## src/rtl/refcounted_entry_cache_lru_unit_assert.svh

```systemverilog
// Assertion macros for the cache datapath.
// Each expects signals named clk and rst in the scope where it is used.
`ifndef REFCOUNTED_ENTRY_CACHE_LRU_UNIT_ASSERT_SVH
`define REFCOUNTED_ENTRY_CACHE_LRU_UNIT_ASSERT_SVH

// A property that must hold at every clock edge outside reset.
`define RECL_ASSERT(lbl, prop, msg) \
  lbl: assert property (@(posedge clk) disable iff (rst) (prop)) else $error(msg);

// A condition that must be followed by another in the next cycle.
`define RECL_ASSERT_NEXT(lbl, ante, cons, msg) \
  lbl: assert property (@(posedge clk) disable iff (rst) (ante) |=> (cons)) else $error(msg);

`endif

```

## src/rtl/recl_pkg.sv

```systemverilog
`default_nettype none
package recl_pkg;

  // Table geometry and field widths.
  localparam int SLOTS  = 256;
  localparam int SLOT_W = $clog2(SLOTS);
  localparam int IDX_W  = SLOT_W + 1;
  localparam int LEN_W  = $clog2(SLOTS + 1);
  localparam int DEV_W  = 32;
  localparam int KEY_W  = 32;
  localparam int REFS_W = 16;
  localparam int STAT_W = 3;
  localparam int MODE_W = 2;

  localparam logic [REFS_W-1:0] REFS_MAX = {REFS_W{1'b1}};

  // Request kinds.
  localparam logic [MODE_W-1:0] MODE_GET     = 2'd0;
  localparam logic [MODE_W-1:0] MODE_FIND    = 2'd1;
  localparam logic [MODE_W-1:0] MODE_RELEASE = 2'd2;
  localparam logic [MODE_W-1:0] MODE_DUP     = 2'd3;

  // Result status codes.
  localparam logic [STAT_W-1:0] ST_OK        = 3'd0;
  localparam logic [STAT_W-1:0] ST_NO_FREE   = 3'd1;
  localparam logic [STAT_W-1:0] ST_NOT_FOUND = 3'd2;
  localparam logic [STAT_W-1:0] ST_TOO_HIGH  = 3'd3;
  localparam logic [STAT_W-1:0] ST_OVERFLOW  = 3'd4;

  // One stored slot.
  typedef struct packed {
    logic [DEV_W-1:0]  dev;
    logic [KEY_W-1:0]  key;
    logic [REFS_W-1:0] refs;
  } ent_t;

  // Commands from the controller to the datapath.
  typedef struct packed {
    logic load_in;
    logic init;
    logic scan_start;
    logic scan;
    logic fetch;
    logic take_head;
    logic inc;
    logic sub;
    logic clr_key;
    logic wr_ent;
    logic unlink;
    logic push_head;
    logic push_tail;
    logic emit;
  } cmd_t;

  // Result flags decided by the controller.
  typedef struct packed {
    logic [STAT_W-1:0] status;
    logic              hit;
    logic              load;
    logic              rel;
    logic              fr;
    logic              use_cur;
  } res_t;

  // Status from the datapath to the controller.
  typedef struct packed {
    logic              live;
    logic              match;
    logic              scan_end;
    logic [MODE_W-1:0] mode;
    logic              key_zero;
    logic              dev_nonzero;
    logic              refs_zero;
    logic              refs_max;
    logic              sub_big;
    logic              sub_zero;
    logic              unl;
    logic              len_zero;
    logic              out_valid;
  } stat_t;

endpackage
`default_nettype wire

```

## src/rtl/recl_ctrl.sv

```systemverilog
`default_nettype none
module recl_ctrl
  import recl_pkg::*;
(
  input  wire logic  clk,
  input  wire logic  rst,
  input  wire logic  s_tvalid,
  input  wire logic  m_tready,
  input  wire stat_t stat,
  output logic       s_tready,
  output cmd_t       cmd,
  output res_t       res
);

  localparam logic [3:0] S_INIT   = 4'd0;
  localparam logic [3:0] S_IDLE   = 4'd1;
  localparam logic [3:0] S_DISP   = 4'd2;
  localparam logic [3:0] S_FETCHW = 4'd3;
  localparam logic [3:0] S_SCAN   = 4'd4;
  localparam logic [3:0] S_EVAL   = 4'd5;
  localparam logic [3:0] S_LWAIT  = 4'd6;
  localparam logic [3:0] S_UNLINK = 4'd7;
  localparam logic [3:0] S_WRBACK = 4'd8;
  localparam logic [3:0] S_FINISH = 4'd9;

  logic [3:0] state, state_next;
  res_t       res_next;

  assign s_tready = (state == S_IDLE);

  // Sequencing of each request.
  always_comb begin
    cmd        = '0;
    state_next = state;
    res_next   = res;
    case (state)
      S_INIT: begin
        if (stat.scan_end) begin
          state_next = S_IDLE;
        end else begin
          cmd.init = 1'b1;
        end
      end
      S_IDLE: begin
        if (s_tvalid) begin
          cmd.load_in = 1'b1;
          state_next  = S_DISP;
        end
      end
      S_DISP: begin
        res_next = '0;
        if (stat.mode == MODE_DUP) begin
          cmd.fetch  = 1'b1;
          state_next = S_FETCHW;
        end else if (stat.key_zero) begin
          res_next.status = ST_NOT_FOUND;
          state_next      = S_FINISH;
        end else begin
          cmd.scan_start = 1'b1;
          state_next     = S_SCAN;
        end
      end
      S_FETCHW: begin
        state_next = S_EVAL;
      end
      S_SCAN: begin
        if (stat.match) begin
          state_next = S_EVAL;
        end else if (stat.scan_end && !stat.live) begin
          // No slot matches the request.
          if (stat.mode != MODE_GET) begin
            res_next.status = ST_NOT_FOUND;
            state_next      = S_FINISH;
          end else if (stat.len_zero) begin
            res_next.status = ST_NO_FREE;
            state_next      = S_FINISH;
          end else begin
            cmd.take_head    = 1'b1;
            res_next.status  = ST_OK;
            res_next.load    = stat.dev_nonzero;
            res_next.use_cur = 1'b1;
            state_next       = S_LWAIT;
          end
        end else if (!stat.scan_end) begin
          cmd.scan = 1'b1;
        end
      end
      S_EVAL: begin
        res_next.hit     = 1'b1;
        res_next.use_cur = 1'b1;
        res_next.status  = ST_OK;
        state_next       = S_FINISH;
        case (stat.mode)
          MODE_FIND: begin
          end
          MODE_GET: begin
            if (stat.refs_max) begin
              res_next.status = ST_OVERFLOW;
            end else begin
              cmd.inc    = 1'b1;
              state_next = stat.refs_zero ? S_LWAIT : S_WRBACK;
            end
          end
          MODE_RELEASE: begin
            if (stat.sub_big) begin
              res_next.status = ST_TOO_HIGH;
            end else begin
              cmd.sub    = 1'b1;
              state_next = S_WRBACK;
              if (stat.sub_zero) begin
                res_next.rel  = 1'b1;
                res_next.fr   = stat.unl;
                cmd.clr_key   = stat.unl;
                cmd.push_head = stat.unl;
                cmd.push_tail = !stat.unl;
              end
            end
          end
          default: begin
            // Reference added by slot number.
            if (stat.refs_zero) begin
              res_next = '0;
              res_next.status = ST_NOT_FOUND;
            end else if (stat.refs_max) begin
              res_next.status = ST_OVERFLOW;
            end else begin
              cmd.inc    = 1'b1;
              state_next = S_WRBACK;
            end
          end
        endcase
      end
      S_LWAIT: begin
        state_next = S_UNLINK;
      end
      S_UNLINK: begin
        cmd.unlink = 1'b1;
        state_next = S_WRBACK;
      end
      S_WRBACK: begin
        cmd.wr_ent = 1'b1;
        state_next = S_FINISH;
      end
      S_FINISH: begin
        if (!stat.out_valid || m_tready) begin
          cmd.emit   = 1'b1;
          state_next = S_IDLE;
        end
      end
      default: begin
        state_next = S_IDLE;
      end
    endcase
  end

  always_ff @(posedge clk) begin
    if (rst) begin
      state <= S_INIT;
      res   <= '0;
    end else begin
      state <= state_next;
      res   <= res_next;
    end
  end

endmodule
`default_nettype wire

```

## config.mk

```make
export PLATFORM = sky130hd
export DESIGN_NAME = recl_ctrl
export DESIGN_NICKNAME = d
export VERILOG_FILES = /design/src/rtl/refcounted_entry_cache_lru_unit_assert.svh /design/src/rtl/recl_pkg.sv /design/src/rtl/recl_ctrl.sv
export SDC_FILE = /design/constraint.sdc
export NUM_CORES = 1
export LEC_CHECK = 0
export BUFFER_PORTS_ARGS = -buffer_cell sky130_fd_sc_hd__buf_4
export CAP_MARGIN = 5
export CORE_UTILIZATION = 51
export DETAILED_ROUTE_END_ITERATION = 12
export GPL_ROUTABILITY_DRIVEN = 0
export HOLD_SLACK_MARGIN = 0.12
export PLACE_DENSITY_LB_ADDON = 0.1
export SYNTH_ARGS = -nofsm -noshare
export SYNTH_HDL_FRONTEND = slang
export SYNTH_SLANG_ARGS = --single-unit
```

## constraint.sdc

```tcl
create_clock -name clk -period 4.2 [get_ports clk]
set_input_delay 0.21 -clock clk [delete_from_list [all_inputs] [get_ports clk]]
set_output_delay 0.21 -clock clk [all_outputs]
set_load 0.02 [all_outputs]
```

==> results of run 1 <==
==> worst max-delay path: stages (launching register included) <==
cell and delay (ns):
dfxtp_1 0.62, nor2b_1 0.30, nand2_1 0.19, or4_1 0.56, nor2_1 0.15, buf_4 0.16
==> metrics by stage <==
stage          instance area, sq um  worst slack (ns)  hold slack [ns]
3_5_place_dp                   1292             2.063           0.4495
4_1_cts                        1329             1.751           0.1561
3_3_place_gp                   1292             2.142           0.4596
6_report                       1329             1.735           0.1637
2_1_floorplan                  1023             2.168           0.3576
5_1_grt                        1329             1.546           0.1669
==> per-layer routing <==
metal	vias up	track usage (%)	part of all wire, %
met2	54	39.72	46
met3	6	3.077	8.3
met4	0	10.86	1.4
li1	585	-	-
met5	-	0	0
met1	520	41.22	44
==> layout make-up <==
cell class              instances  share of cell area (%)
multi-input cells             112                   51.98
inverters                       8                   2.260
flip-flops and latches         12                   18.08
well taps                      25                   2.354
clock buffers                   4                   2.731
repair buffers                 40                   22.60
==> state kept, by name, summed over array words and instances, names as in the netlist <==
| name | cells |
|---|---|
| state | 4 |
| res | 8 |
==> synth_stat cells (3+ instances only) <==
| cell type | count | area [sq um] |
|---|---|---|
| a21oi_1 | 12 | 60.06 |
| a31oi_1 | 3 | 18.77 |
| and3_1 | 4 | 25.02 |
| buf_4 | 3 | 22.52 |
| dfxtp_1 | 12 | 240.2 |
| inv_1 | 8 | 30.03 |
| mux2i_1 | 4 | 40.04 |
| nand2_1 | 10 | 37.54 |
| nand2b_1 | 7 | 43.79 |
| nand3_1 | 3 | 15.01 |
| nor2_1 | 15 | 56.30 |
| nor2b_1 | 5 | 31.28 |
| nor3_1 | 10 | 50.05 |
| nor3b_1 | 3 | 22.52 |
| o21ai_0 | 6 | 30.03 |
| or3_1 | 3 | 18.77 |
==> kinds of logic after synthesis <==
logic type / count (synthesis)
simple gates: 72
compound gates: 36
mux: 4
buf+inv: 17
flops: 12
==> where the power goes <==
| group | internal [W] | switching [W] | total (W) |
|---|---|---|---|
| clock | 0.0000527 | 0.0000382 | 0.0000909 |
| sequential | 0.000115 | 0.00000516 | 0.000120 |
| combinational | 0.0000263 | 0.0000290 | 0.0000553 |
| total | 0.000194 | 0.0000724 | 0.000266 |
==> how the worst max path moves through the flow <==
stage                  end  cells past startpoint  slack [ns]     start
floorplan           cmd[5]                      6        2.17  state[0]
global placement    cmd[2]                      5        2.14  state[0]
detailed placement  cmd[2]                      5        2.06  state[0]
CTS                 cmd[2]                      5        1.75  state[2]
global route        cmd[5]                      5        1.55  state[0]
finish              cmd[2]                      5        1.73  state[2]
==> run metrics, run 1 <==
status=complete, no violations; GRT Util Overall=27.42%; Vias=1165; xor-xnor portion of the synthesized cell area=0%; pin count of the biggest net entering global routing=20; Crit Path Max Fanout=16; largest family of logic cells by synthesized area=simple AND/OR/NAND/NOR gates; hold path start=rst; drt first pass iters=4; Initial DRC Count=46; GRT overflow=0; distinct cell type count after synthesis=41; hold buffer count at CTS=0; nets@finish=195; diodes inserted=0; cells after synthesis=141; final design utilization=73.75%; Vias per Instance=5.796; Most used DFF post-synth=dfxtp_1; CTS tree=built; vias in the first global route=939; commonest non-fill, non-tap cell in the layout=buf_4; CP required=3.99 ns; Synthesis Warnings=0; Die W=46.80 microns; VDD IR max=0.2573 mV; maxcap violations=0; r2r endpoint=res[6]; die area=2190 sq um; Crit Path Class=flip-flop to primary output; DR WL/cell=13.26 microns; Worst R2R Start=state[1]; layout cells sized above 1=27.84%; most frequent cells in the layout=40 x buf_4, 15 x nor2_1, 12 x a21oi_1, 12 x dfxtp_1; element type at the critical path end=primary output; initial antenna violation count=0; Clock Path Buffers=2; Setup Skew=0.001961 ns; Startpoint Class=flip-flop; post-route DRC violation count=0; Resized Gates After CTS=0; RSZ-0062 raised after global routing=false; period utilization=58.70%; Final min period=2.465 ns; Die Height=46.80 microns; Slew Limit Fails=0; Synth Area per Inst=7.259 sq um; hold path cells=2; first-pass GRT wire length=4271 microns; fin cells=201; Yosys reg bits=12; depth of the most critical reg-to-reg path=5; H-tree depth reported by CTS=1; Synth Area in Compound Gates=23.35%; arrival time of the worst setup path=2.26 ns; Antenna Nets Post-Route=0; sequential share of the synthesized area=23.47%; Post-synth EDFFs=0; Async S/R FF share, synth=0%; Leakage=0.5681 nW; register area=240.2 sq um; clock slew at reported path FFs=0.08 ns; area delta synth->final=29.83%; Max Freq=0.4056 GHz; worst hold path type=input port to flip-flop; Tot Pwr=0.0002664 W; Filler cells=158; mux contribution to synthesized area=3.912%; final setup fails=0; FP Rows=15; setup bufs post-CTS=0; worst skew pair latency=0.27 ns; Multi-input gate area=690.7 sq um; Sink Count=12; IO Port Bufs=40; CTS Buf Count=3; Cell Area, Synth=1023 sq um; placed wire-length estimate=2074 microns; setup TNS=0 ns; DP Cell Count=197; Hold Path End=res[7]; Clock Tree Root=clkbuf_4; Synth Area in Simple Gates=40.22%; Max-Slew Margin vs Limit=60.92%; Power Dens Cells=200.5 nW/um^2; net count after synthesis=159; initial core utilization=56.81%; core area=1802 sq um; Final Hold Fails=0; Adder-Cell Fraction of Synth Area=0%; Top Ports=41; Worst-Margin Slew=0.5854 ns; worst reg2reg setup slack=2.16 ns; final wirelength=2666 microns
(Power assumes the default switching activity.)
==> run 2, diff against run 1 <==
--- a/config.mk
+++ b/config.mk
@@ -7,7 +7,7 @@
 export LEC_CHECK = 0
 export BUFFER_PORTS_ARGS = -buffer_cell sky130_fd_sc_hd__buf_4
 export CAP_MARGIN = 5
-export CORE_UTILIZATION = 51
+export CORE_UTILIZATION = 48
 export DETAILED_ROUTE_END_ITERATION = 12
 export GPL_ROUTABILITY_DRIVEN = 0
 export HOLD_SLACK_MARGIN = 0.12
==> constraint.sdc (replaced) <==
create_clock -name clk -period 2.5 [get_ports clk]
set_input_delay 0.125 -clock clk [delete_from_list [all_inputs] [get_ports clk]]
set_output_delay 0.125 -clock clk [all_outputs]
set_load 0.02 [all_outputs]
==> run 2 against run 1 <==
Effect of this change:
- routed wire length is 8.4% higher
- clock skew is 0.012 ns higher
- cell count is 3.0% higher
- hold slack worse by 0.026 ns
- count of clock-buffer cells in the layout stayed put
- die area is 6.0% higher
- sequential share of layout area is 0.46 points lower
- power is 71% higher
- first-iteration DRC count is 39% higher
- sequential cell count stayed put
- critical path type unchanged
==> run metrics, run 2 (synthesis gave the netlist of run 1 again) <==
Antenna Nets Post-Route=0; Crit Path Max Fanout=15; Power Dens Cells=333.5 nW/um^2; element type at the critical path end=primary output; first-pass GRT wire length=4388 microns; Initial DRC Count=64; Final min period=2.292 ns; worst skew pair latency=0.27 ns; Final Hold Fails=0; Largest register FFs=8; Crit Path Class=flip-flop to primary output; worst hold path type=input port to flip-flop; Tot Pwr=0.0004548 W; most frequent cells in the layout=43 x buf_4, 15 x nor2_1, 12 x a21oi_1, 12 x dfxtp_1; Leakage=0.5883 nW; drt first pass iters=4; diodes inserted=0; final setup fails=0; final wirelength=2889 microns; CP required=2.38 ns; CTS Buf Count=3; Max Freq=0.4364 GHz; GRT Util Overall=26.77%; vias in the first global route=950; Vias=1199; maxcap violations=0; initial core utilization=51.64%; arrival time of the worst setup path=2.17 ns; pin count of the biggest net entering global routing=19; Multi-input gate area=690.7 sq um; Slew Limit Fails=0; largest registers=res x8, state x4; commonest non-fill, non-tap cell in the layout=buf_4; hold buffer count at CTS=1; Top Ports=41; core area=1982 sq um; IO Port Bufs=40; VDD IR max=0.3478 mV; Clock Tree Root=clkbuf_4; Sink Count=12; die area=2321 sq um; clock slew at reported path FFs=0.09 ns; Setup Skew=0.01348 ns; Worst-Margin Slew=0.5187 ns; area delta synth->final=33.25%; Vias per Instance=5.792; register area=240.2 sq um; Hold WS=0.1377 ns; initial antenna violation count=0; setup TNS=0 ns; DR WL/cell=13.96 microns; GRT overflow=0; H-tree depth reported by CTS=1; nets@finish=199; Resized Gates After CTS=0; hold path start=m_tready; setup bufs post-CTS=0; Worst Setup SP=state[3]; Die Height=48.18 microns; status=complete, no violations; Die W=48.18 microns; placed wire-length estimate=2218 microns; RSZ-0062 raised after global routing=false; Clock Path Buffers=2; CTS tree=built; Worst R2R Start=state[0]; Startpoint Class=flip-flop; Filler cells=168; Top reg by flops=res; Max-Slew Margin vs Limit=65.37%; final design utilization=68.81%; layout cells sized above 1=28.89%; FP Rows=16; period utilization=91.66%; post-route DRC violation count=0
-- run 2: power breakdown --
| part | internal [W] | switching, W |
|---|---|---|
| logic | 0.0000475 | 0.0000546 |
| registers | 0.000193 | 0.00000449 |
| clock network | 0.0000884 | 0.0000665 |
-- run 2: layer usage --
| metal | part of all wire (%) | wire length [microns] | global-route usage (%) |
|---|---|---|---|
| met5 | 0 | 0 | 0 |
| met2 | 49 | 1422 | 41.60 |
| met3 | 7.1 | 204 | 5.926 |
| met4 | 1.1 | 32 | 8.333 |
| met1 | 43 | 1229 | 36.77 |
-- run 2: final timing paths --
path,endpoint,slack [ns],depth (start not counted)
setup / recovery,cmd[5],0.21,5
hold / removal,state[3],0.14,4
setup reg to reg,res[3],0.60,6
hold reg to reg,res[7],0.49,2
-- run 2: layout make-up --
| cell class | count | share of cell area, % |
|---|---|---|
| inverters | 8 | 2.202 |
| multi-input cells | 112 | 50.64 |
| flip-flops and latches | 12 | 17.61 |
| clock buffers | 4 | 2.661 |
| repair buffers | 44 | 24.40 |
| well taps | 27 | 2.477 |
-- run 2: stage by stage --
| stage | setup WS, ns | cell area, sq um | instances |
|---|---|---|---|
| after floorplan | 0.5529 | 1023 | 141 |
| after global placement | 0.6223 | 1318 | 202 |
| after detailed placement | 0.5781 | 1318 | 202 |
| after CTS | 0.2621 | 1364 | 207 |
| after global routing | 0.1038 | 1364 | 207 |
| final | 0.2084 | 1364 | 207 |
-- run 2: critical path, cell delays in order (launching register included) --
cell     delay, ns
dfxtp_1       0.48
nor2b_1       0.32
nand2_1       0.21
or4_1         0.57
nor2_1        0.16
buf_4         0.16
==> run 3, diff against run 2 <==
--- a/config.mk
+++ b/config.mk
@@ -12,6 +12,7 @@
 export GPL_ROUTABILITY_DRIVEN = 0
 export HOLD_SLACK_MARGIN = 0.12
 export PLACE_DENSITY_LB_ADDON = 0.1
+export SETUP_SLACK_MARGIN = 0.3
 export SYNTH_ARGS = -nofsm -noshare
 export SYNTH_HDL_FRONTEND = slang
 export SYNTH_SLANG_ARGS = --single-unit
==> run 3 against run 2 <==
Effect of this change:
- sequential share of layout area about the same
- cell count is the same
- sequential power hardly changed
- count of clock-buffer cells in the layout is the same
- final area increased by 1.2%
- combinational power is essentially flat
- clock power about the same
- via count increased by 0.58%
- global-route usage up 0.076 points
- largest cell class unchanged
- largest power group unchanged
- highest routed layer unchanged
==> run metrics, run 3 (synthesis gave the netlist of run 1 again) <==
post-route DRC violation count=0; Vias per Instance=5.826; CP Cell Sequence=buf_4 -> nor4b_2 -> nand2b_1 -> nor3_2 -> and2_1 -> buf_4; initial antenna violation count=0; slowest stage delay, CP=0.43 ns; Slowest-stage cell, CP=nor4b_2; Setup Skew=0.01292 ns; Final min period=2.122 ns; initial core utilization=51.64%; final wirelength=2920 microns; GRT overflow=0; GRT Util Overall=26.85%; Crit Path Class=flip-flop to primary output; Clock Tree Root=clkbuf_4; hold path cells=4; Largest register FFs=8; pin count of the biggest net entering global routing=19; worst hold path type=input port to flip-flop; most frequent cells in the layout=43 x buf_4, 15 x nor2_1, 12 x a21oi_1; Leakage=0.5919 nW; RSZ-0062 raised after global routing=false; clock slew at reported path FFs=0.09 ns; Startpoint Class=flip-flop; drt first pass iters=4; Filler cells=166; Clock Path Buffers=2; period utilization=84.87%; nets@finish=199; cell mode on critical path=buf_4; largest registers=res x8, state x4; vias in the first global route=950; Die W=48.18 microns; commonest non-fill, non-tap cell in the layout=buf_4; setup TNS=0 ns; placed wire-length estimate=2218 microns; Antenna Nets Post-Route=0; first-pass GRT wire length=4402 microns; worst skew pair latency=0.27 ns; Top reg by flops=res; Final Hold Fails=0; Initial DRC Count=33; Top Ports=41; arrival time of the worst setup path=2.00 ns; die area=2321 sq um; element type at the critical path end=primary output; Worst-Margin Slew=0.4860 ns; Max-Slew Margin vs Limit=67.60%; area delta synth->final=34.84%; maxcap violations=0; FP Rows=16; Tot Pwr=0.0004557 W; Slew Limit Fails=0; core area=1982 sq um; IO Port Bufs=40; Vias=1206; DR WL/cell=14.11 microns; Power Dens Cells=330.2 nW/um^2; H-tree depth reported by CTS=1; Sink Count=12; Crit Path Max Fanout=18; CP required=2.38 ns; Max Freq=0.4713 GHz; CTS Buf Count=3; CTS tree=built; diodes inserted=0; VDD IR max=0.3488 mV; depth of the most critical reg-to-reg path=6; layout cells sized above 1=32.22%; status=complete, no violations; final setup fails=0; Die Height=48.18 microns
run 3: worst paths after layout:
check | from | to | slack (ns)
max | state[1] | cmd[8] | 0.38
min | m_tready | state[3] | 0.13
max reg2reg | state[1] | state[3] | 0.66
min reg2reg | res[7] | res[7] | 0.49
run 3: repair_timing:
item                                    4_1_cts  5_1_grt
endpoints found under the hold margin         6        0
buffers inserted                              0        0
endpoints found under the setup margin        2        4
hold buffers                                  1        0
gates resized for setup                       2        4
run 3: stage by stage:
step,area (sq um),util (%),std cells,setup slack (ns),hold WS (ns)
after floorplan,1023,-,141,0.5529,0.2726
after global placement,1318,66.48,202,0.6223,0.3626
after detailed placement,1318,66.48,202,0.5781,0.3613
after CTS,1368,69.00,207,0.3389,0.1370
after global routing,1380,69.63,207,0.3091,0.1580
final,1380,69.63,207,0.3782,0.1337
run 3: worst max-delay path, delay by kind of cell (launching register included):
kind / cells / cell delay, ns
and+or+nand+nor: 4 / 1.07
DFF: 1 / 0.32
buffers and inverters: 2 / 0.32
run 3: layer usage:
layer / wire [microns] / global-route usage [%] / vias up / part of all wire [%]
met5: 0 / 0 / - / 0
met4: 56 / 8.333 / 0 / 1.9
met3: 179 / 5.926 / 6 / 6.1
met2: 1409 / 41.60 / 50 / 48
met1: 1275 / 37.00 / 555 / 44
li1: - / - / 595 / -
run 3: cell type report:
| class | instances | area (sq um) | share of cell area (%) |
|---|---|---|---|
| clock buffers | 4 | 36.28 | 2.629 |
| multi-input cells | 112 | 704.4 | 51.04 |
| well taps | 27 | 33.78 | 2.448 |
| flip-flops and latches | 12 | 242.7 | 17.59 |
| inverters | 8 | 30.03 | 2.176 |
| repair buffers | 44 | 332.8 | 24.12 |
run 3: where the power goes:
group | switching, W | total (W) | internal (W)
clock | 0.0000658 | 0.000154 | 0.0000884
sequential | 0.00000454 | 0.000198 | 0.000194
combinational | 0.0000553 | 0.000103 | 0.0000480
